File: config.mk
export PLATFORM = sky130hd
export DESIGN_NAME = mfap_ctrl
export DESIGN_NICKNAME = d
export VERILOG_FILES = /design/src/rtl/mfap_pkg.sv /design/src/rtl/mfap_ctrl.sv
export VERILOG_INCLUDE_DIRS = /design/src /design/src/rtl
export SDC_FILE = /design/constraint.sdc
export NUM_CORES = 1
export LEC_CHECK = 0
export ABC_AREA = 0
export BUFFER_PORTS_ARGS = -buffer_cell sky130_fd_sc_hd__buf_2
export CAP_MARGIN = 5
export CORE_MARGIN = 3
export CORE_UTILIZATION = 36
export CTS_CLUSTER_SIZE = 20
export DETAILED_ROUTE_END_ITERATION = 7
export RECOVER_POWER = 50
export REMOVE_ABC_BUFFERS = 1
export SETUP_SLACK_MARGIN = 0.3
export SLEW_MARGIN = 10
export SYNTH_ARGS = -nofsm -noshare
export SYNTH_HDL_FRONTEND = slang
export SYNTH_SLANG_ARGS = --single-unit
export TNS_END_PERCENT = 100
File: constraint.sdc
create_clock -name clock -period 1.5 [get_ports clock]
set_input_delay 0.15 -clock clock [delete_from_list [all_inputs] [get_ports clock]]
set_output_delay 0.15 -clock clock [all_outputs]
set_load 0.1 [all_outputs]
File: src/rtl/max_flow_augmenting_paths_top_macros.svh
// Assertion macros shared by the flow block.
`ifndef MAX_FLOW_AUGMENTING_PATHS_TOP_MACROS_SVH
`define MAX_FLOW_AUGMENTING_PATHS_TOP_MACROS_SVH

`ifndef SYNTHESIS
`define MFAP_ASSERT_SAME(name, clk, rst, ante, cons) \
   name: assert property (@(posedge clk) disable iff (rst) (ante) |-> (cons)) \
      else $error("flow block check failed");
`define MFAP_ASSERT_NEXT(name, clk, rst, ante, cons) \
   name: assert property (@(posedge clk) disable iff (rst) (ante) |=> (cons)) \
      else $error("flow block check failed");
`else
`define MFAP_ASSERT_SAME(name, clk, rst, ante, cons)
`define MFAP_ASSERT_NEXT(name, clk, rst, ante, cons)
`endif

`endif

File: src/rtl/mfap_pkg.sv
package mfap_pkg;

   localparam int MAX_NODES_DEF     = 64;
   localparam int EDGE_CAP_BITS_DEF = 16;
   localparam int NODE_FIELD_W      = 6;
   localparam int CAP_FIELD_W       = 16;
   localparam int CSR_IDX_W         = 2;
   localparam int CSR_DATA_W        = 7;
   localparam int CELL_W            = 25;
   localparam int FLOW_W            = 30;

   localparam logic [CELL_W-1:0] CELL_MAX = '1;
   localparam logic [FLOW_W-1:0] FLOW_MAX = '1;

   typedef enum logic [CSR_IDX_W-1:0] {
      CSR_NODE_COUNT  = 2'd0,
      CSR_SOURCE_NODE = 2'd1,
      CSR_SINK_NODE   = 2'd2
   } csr_index_type;

   typedef enum logic [4:0] {
      OP_IDLE,
      OP_CLEAR,
      OP_LOAD,
      OP_START,
      OP_BFS_INIT,
      OP_DEQ,
      OP_DEQ_WAIT,
      OP_SCAN_RD,
      OP_SCAN_EV,
      OP_BN_P,
      OP_BN_PW,
      OP_BN_C,
      OP_AUG_P,
      OP_AUG_PW,
      OP_AUG_W1,
      OP_AUG_W2,
      OP_FINISH
   } dp_op_type;

   typedef struct packed {
      dp_op_type op;
      logic      load_fire;
   } dp_cmd_type;

   typedef struct packed {
      logic clear_done;
      logic queue_empty;
      logic scan_last;
      logic found;
      logic at_src;
      logic trivial;
   } dp_status_type;

endpackage

File: src/rtl/mfap_ctrl.sv
`include "max_flow_augmenting_paths_top_macros.svh"

module mfap_ctrl import mfap_pkg::*; (
   input  logic          clock,
   input  logic          reset,
   input  logic          req_valid,
   input  logic          req_last_edge,
   output logic          req_ready,
   output logic          rsp_valid,
   input  logic          rsp_ready,
   input  dp_status_type status,
   output dp_cmd_type    cmd
);

   typedef enum logic [4:0] {
      S_CLEAR,
      S_LOAD,
      S_DRAIN,
      S_START,
      S_BFS_INIT,
      S_DEQ,
      S_DEQ_WAIT,
      S_SCAN_RD,
      S_SCAN_EV,
      S_BN_P,
      S_BN_PW,
      S_BN_C,
      S_AUG_P,
      S_AUG_PW,
      S_AUG_W1,
      S_AUG_W2,
      S_FINISH
   } state_type;

   state_type state_ff;
   state_type state_in;
   logic      rsp_valid_ff;
   logic      rsp_valid_in;
   logic      can_post;

   // A new result may be posted once the previous one is taken.
   assign can_post  = !rsp_valid_ff || rsp_ready;
   assign req_ready = (state_ff == S_LOAD);
   assign rsp_valid = rsp_valid_ff;

   always_comb begin
      state_in      = state_ff;
      cmd.op        = OP_IDLE;
      cmd.load_fire = (state_ff == S_LOAD) && req_valid;
      rsp_valid_in  = rsp_valid_ff && !rsp_ready;
      unique case (state_ff)
         S_CLEAR: begin
            cmd.op = OP_CLEAR;
            if (status.clear_done) state_in = S_LOAD;
         end
         S_LOAD: begin
            cmd.op = OP_LOAD;
            if (req_valid && req_last_edge) state_in = S_DRAIN;
         end
         S_DRAIN: state_in = S_START;
         S_START: begin
            cmd.op   = OP_START;
            state_in = status.trivial ? S_FINISH : S_BFS_INIT;
         end
         S_BFS_INIT: begin
            cmd.op   = OP_BFS_INIT;
            state_in = S_DEQ;
         end
         S_DEQ: begin
            cmd.op   = OP_DEQ;
            state_in = status.queue_empty ? S_FINISH : S_DEQ_WAIT;
         end
         S_DEQ_WAIT: begin
            cmd.op   = OP_DEQ_WAIT;
            state_in = S_SCAN_RD;
         end
         S_SCAN_RD: begin
            cmd.op   = OP_SCAN_RD;
            state_in = S_SCAN_EV;
         end
         S_SCAN_EV: begin
            cmd.op = OP_SCAN_EV;
            priority if (status.found)     state_in = S_BN_P;
            else if (status.scan_last)     state_in = S_DEQ;
            else                           state_in = S_SCAN_RD;
         end
         S_BN_P: begin
            cmd.op   = OP_BN_P;
            state_in = status.at_src ? S_AUG_P : S_BN_PW;
         end
         S_BN_PW: begin
            cmd.op   = OP_BN_PW;
            state_in = S_BN_C;
         end
         S_BN_C: begin
            cmd.op   = OP_BN_C;
            state_in = S_BN_P;
         end
         S_AUG_P: begin
            cmd.op   = OP_AUG_P;
            state_in = status.at_src ? S_BFS_INIT : S_AUG_PW;
         end
         S_AUG_PW: begin
            cmd.op   = OP_AUG_PW;
            state_in = S_AUG_W1;
         end
         S_AUG_W1: begin
            cmd.op   = OP_AUG_W1;
            state_in = S_AUG_W2;
         end
         S_AUG_W2: begin
            cmd.op   = OP_AUG_W2;
            state_in = S_AUG_P;
         end
         S_FINISH: begin
            if (can_post) begin
               cmd.op       = OP_FINISH;
               rsp_valid_in = 1'b1;
               state_in     = S_CLEAR;
            end
         end
         default: state_in = S_CLEAR;
      endcase
   end

   always_ff @(posedge clock) begin
      if (reset) begin
         state_ff     <= S_CLEAR;
         rsp_valid_ff <= 1'b0;
      end else begin
         state_ff     <= state_in;
         rsp_valid_ff <= rsp_valid_in;
      end
   end

   `MFAP_ASSERT_NEXT(a_last_edge_drains, clock, reset,
      req_valid && req_ready && req_last_edge, state_ff == S_DRAIN)
   `MFAP_ASSERT_NEXT(a_finish_posts, clock, reset,
      state_ff == S_FINISH && can_post, rsp_valid_ff && state_ff == S_CLEAR)
   `MFAP_ASSERT_SAME(a_no_load_in_clear, clock, reset,
      state_ff == S_CLEAR, !req_ready && cmd.op == OP_CLEAR)

endmodule

Word level (Yosys, flattened, before mapping)
Cells that the tools add are included.
{"block": "totals", "regBits": 6, "inputBits": 11, "out_inout_bits": 8, "elab_cells": 43}
{"block": "op_classes", "eq_ne": 19, "n_mux": 14, "reduce_logical": 8}
{"cell": "$pmux W5 S17", "n": 1}
{"cell": "$pmux W5 S16", "n": 1}
{"cell": "$eq A5 B4 Y1 const B", "n": 8}
{"cell": "$mux W5", "n": 6}
{"cell": "$eq A5 B3 Y1 const B", "n": 4}
{"cell": "$eq A5 B2 Y1 const B", "n": 2}
{"cell": "$mux W4", "n": 2}
{"cell": "$eq A5 B1 Y1 const B", "n": 1}
{"cell": "$eq A5 B5 Y1 const B", "n": 1}
{"cell": "$logic_not A5 Y1", "n": 1}
{"cell": "$ne A2 B2 Y1 const B", "n": 2}
{"cell": "$logic_and A1 B1 Y1", "n": 3}
{"cell": "$mux W3", "n": 1}
{"cell": "$reduce_and A3 Y1", "n": 1}
{"cell": "$logic_not A1 Y1", "n": 2}
{"cell": "$mux W1", "n": 2}
{"cell": "$mux W2", "n": 1}
{"cell": "$ne A2 B1 Y1 const B", "n": 1}
{"cell": "$logic_or A1 B1 Y1", "n": 1}

Longest topological paths before layout
{"block": "logic_depth", "word_depth": 4, "ltp_mapped": 5, "mapped_depth_nobuf": 4}

Worst setup path after synthesis
OpenSTA, ideal clock, no wires.
{"block": "synth_path", "path_type": "reg2reg", "start": "register state_ff[2]", "end": "register state_ff[2]", "setup_ps": 82, "t_arrival_ps": 2405, "t_required_ps": 1418, "path_slack_ps": -987, "path_stages_with_launch": 6, "path_buffers": 1, "period_less_slack_ps": 2487, "cell_sequence": "dfxtp_1 buf_4 nor2b_1 nand2_1 o21a_1 o221ai_1"}
{"block": "synth_between", "elab_chain_cells": 3, "word_cells_on_any_way": 22, "classes_between": "eq/ne (19); mux (1); reduce/logical (2)"}
{"item": "start, declared", "line": "mfap_ctrl.sv:35", "text": "state_type state_ff;"}
{"item": "start signal, assigned", "line": "mfap_ctrl.sv:131", "text": "state_ff <= state_in;"}
{"item": "$eq A5 B5 Y1, or another cell as far along", "line": "mfap_ctrl.sv:51", "text": "unique case (state_ff)"}
{"item": "$ne A2 B2 Y1 (no source line) / $ne A2 B1 Y1 (equally long branches)"}
{"item": "$reduce_and A3 Y1 (no source line)"}
Parallel ways exist; a longest one is shown, timed or not.
A chain may end at the register's enable or synchronous reset.

==> results.sh <==
export IMPL_numCtsBuffers=3
export IMPL_clock_path_buffers=2
export IMPL_antenna_found_initial=0
export IMPL_timing_final_crit_share=0.973
export IMPL_setup_worst_path_class="flop to output pin"
export IMPL_yosys_area_top_type="sky130_fd_sc_hd__dfxtp_1"
export IMPL_fillers=63
export IMPL_p_leak_nw=0.440
export IMPL_htree_levels=1
export IMPL_setup_viol=0
export IMPL_drtPass1Iterations=4
export IMPL_placed_cells=93
export IMPL_setup_worst_path_end_class="output pin"
export IMPL_irDropWorstVdd_v=0.00131
export IMPL_slowest_delay_ns=0.37
export IMPL_critical_path_required_ns=1.35
export IMPL_drt_wl_total_mm=2.18
export IMPL_die_width_um=42.5
export IMPL_core_area_mm2=0.00117
export IMPL_track_usage=0.259
export IMPL_netlist_instances=62
export IMPL_detailed_place_area_um2=681
export IMPL_clock_skew_ns=0.00620
export IMPL_grt_start_max_net_pins=9
export IMPL_synth_commonest_cells="sky130_fd_sc_hd__nand2_1, sky130_fd_sc_hd__dfxtp_1, sky130_fd_sc_hd__nor2_1"
export IMPL_cpMaxStageDelayCell="sky130_fd_sc_hd__dfxtp_4"
export IMPL_arrival_ns=1.31
export IMPL_cell_area_after_synthesis_um2=480
export IMPL_power_density_mw_per_mm2=2330
export IMPL_vias_per_cell=5.99
export IMPL_clock_tree_from_tritoncts="yes"
export IMPL_first_iter_violations=24
export IMPL_flow_area_growth_from_synthesis_pct=105
export IMPL_synth_edff_count=0
export IMPL_yosys_register_bits=6
export IMPL_drive_above_1_share=0.723
export IMPL_clkLatencyLatePin_ns=0.25
export IMPL_timing_final_hold_violations=0
export IMPL_cts_hold_buffers_added=0
export IMPL_finalNonFillerCells=115
export IMPL_die_area_mm2=0.00181
export IMPL_timing_slew_headroom=0.628
export IMPL_ctsRootBufferMaster="sky130_fd_sc_hd__clkbuf_4"
export IMPL_clock_fmax_mhz=685
export IMPL_yosysSeqAreaShare=0.250
export IMPL_syn_mean_instance_area_um2=7.75
export IMPL_timing_setup_tns_ns=0
export IMPL_dr_total_vias=689
export IMPL_post_drt_wl_per_cell_um=19.0
export IMPL_crit_path_cell_trace="nor2_4 > and3_4 > nor2b_4 > buf_12"
export IMPL_fin_nets=114
export IMPL_stdcell_area_um2=986
export IMPL_cp_max_fo=6
export IMPL_worst_setup_hold_path_clk_slew_ns=0.05
export IMPL_setup_worst_path_start_class="flop"
export IMPL_dominantRegCellSynth="sky130_fd_sc_hd__dfxtp_1"
export IMPL_first_global_vias=727
export IMPL_place_port_buffers=18
export IMPL_netlist_cell_types=33
export IMPL_tightestPinTransition_ns=0.561
export IMPL_die_height_um=42.5
export IMPL_multiInputGateArea_um2=414
export IMPL_post_route_min_period_ns=1.46
export IMPL_start_util=0.410
export IMPL_drt_drc_violations_left=0
export IMPL_status="finished clean"
export IMPL_cap_violations=0
export IMPL_grt_setup_unrepaired="yes"
export IMPL_detail_route_antenna_nets=0
export IMPL_slew_violations=0
export IMPL_synthesis_warning_total=0
export IMPL_n_antenna_cell=0
export IMPL_detailedPlacementHpwl_um=964
export IMPL_synth_top_cells_by_area="sky130_fd_sc_hd__dfxtp_1, sky130_fd_sc_hd__nand2_1, sky130_fd_sc_hd__nor2b_1, sky130_fd_sc_hd__buf_6, sky130_fd_sc_hd__nor2_1"
export IMPL_synth_async_sr_flop_share=0
export IMPL_area_sequential_um2=136
export IMPL_grt_pass1_wl_mm=3.48
export IMPL_final_weighted_congestion_in_routability_driven_placement=0.880
export IMPL_placement_rows=12
export IMPL_ios=19
export IMPL_synthMostInstantiatedCell="sky130_fd_sc_hd__nand2_1"
export IMPL_cts_sinks=6
export IMPL_overflow=0
export IMPL_synth_top_cell_area_share=0.250
export IMPL_worstHoldPathType="primary input to flop"
## final timing paths
check | from | end | slack (ns) | cells past startpoint
worst max-delay path | state_ff[3]$_SDFFE_PP0P_ | cmd[5] | 0.04 | 4
worst min-delay path | status[0] | state_ff[2]$_SDFFE_PP0P_ | 0.16 | 2
worst max register to register | state_ff[0]$_SDFFE_PP0P_ | state_ff[2]$_SDFFE_PP0P_ | 0.13 | 5
worst min register to register | state_ff[4]$_SDFFE_PP0P_ | state_ff[3]$_SDFFE_PP0P_ | 0.53 | 1
## state kept, by name, indices dropped and copies added, names as in the netlist
signal     flops
state_ff       5
rsp_valid      1
## critical path: cells and delay by family, from the launching register on
kind / cells / cell delay [ns]
and+or+nand+nor: 3 / 0.50
DFF: 1 / 0.37
buffers and inverters: 1 / 0.18
## final cells by class
cell class / instances / share of cell area
timing repair buffer: 41 / 0.387
sequential: 6 / 0.138
multi-input combinational: 48 / 0.420
clock buffer: 3 / 0.0228
tap: 14 / 0.0178
inverter: 3 / 0.0140
## metal layers
metal / global-route usage / vias to the layer above / routed length [um]
li1: - / 308 / -
met1: 0.298 / 331 / 940
met2: 0.429 / 42 / 1050
met3: 0.0429 / 8 / 117
met4: 0.180 / 0 / 74
met5: 0 / - / 0
## cells in the final DEF (no fill, tap or decap), drive strengths merged, types with 2 or more instances in the layout
| cell | count |
|---|---|
| o21ai | 2 |
| nand4b | 2 |
| nor2 | 7 |
| dfxtp | 6 |
| clkbuf | 5 |
| nor2b | 4 |
| a21oi | 4 |
| and3 | 2 |
| o22ai | 2 |
| buf | 39 |
| nand2 | 7 |
| inv | 3 |
## stage by stage
stage                util  setup slack (ns)  power (W)  hold slack, ns
global route        0.842          -0.00128    0.00238           0.162
finish              0.842            0.0400    0.00230           0.157
CTS                 0.811            0.0789    0.00214           0.146
detailed placement  0.581            0.0530    0.00157           0.417
floorplan               -             -1.01    0.00104           0.222
global placement    0.581            0.0535    0.00157           0.413
## what timing repair did
item / in CTS / in global routing
buffers inserted: 16 / 3
gates resized for setup: 35 / 11
endpoints found under the setup margin: 12 / 12
pin swaps: 9 / 7
## cell families after synthesis
| group | after synthesis | synth area share |
|---|---|---|
| AND/OR/NAND/NOR | 28 | 0.328 |
| AO/OA/AOI/OAI | 20 | 0.305 |
| flip-flops | 6 | 0.250 |
| buffers and inverters | 8 | 0.117 |
## power breakdown
part	switching [W]	total, W	internal (W)
Clock	0.0000596	0.000150	0.0000906
Combinational	0.00103	0.00186	0.000826
Sequential	0.0000782	0.000292	0.000214
Total	0.00117	0.00230	0.00113
Note: power is estimated with default switching activity, not from simulation.
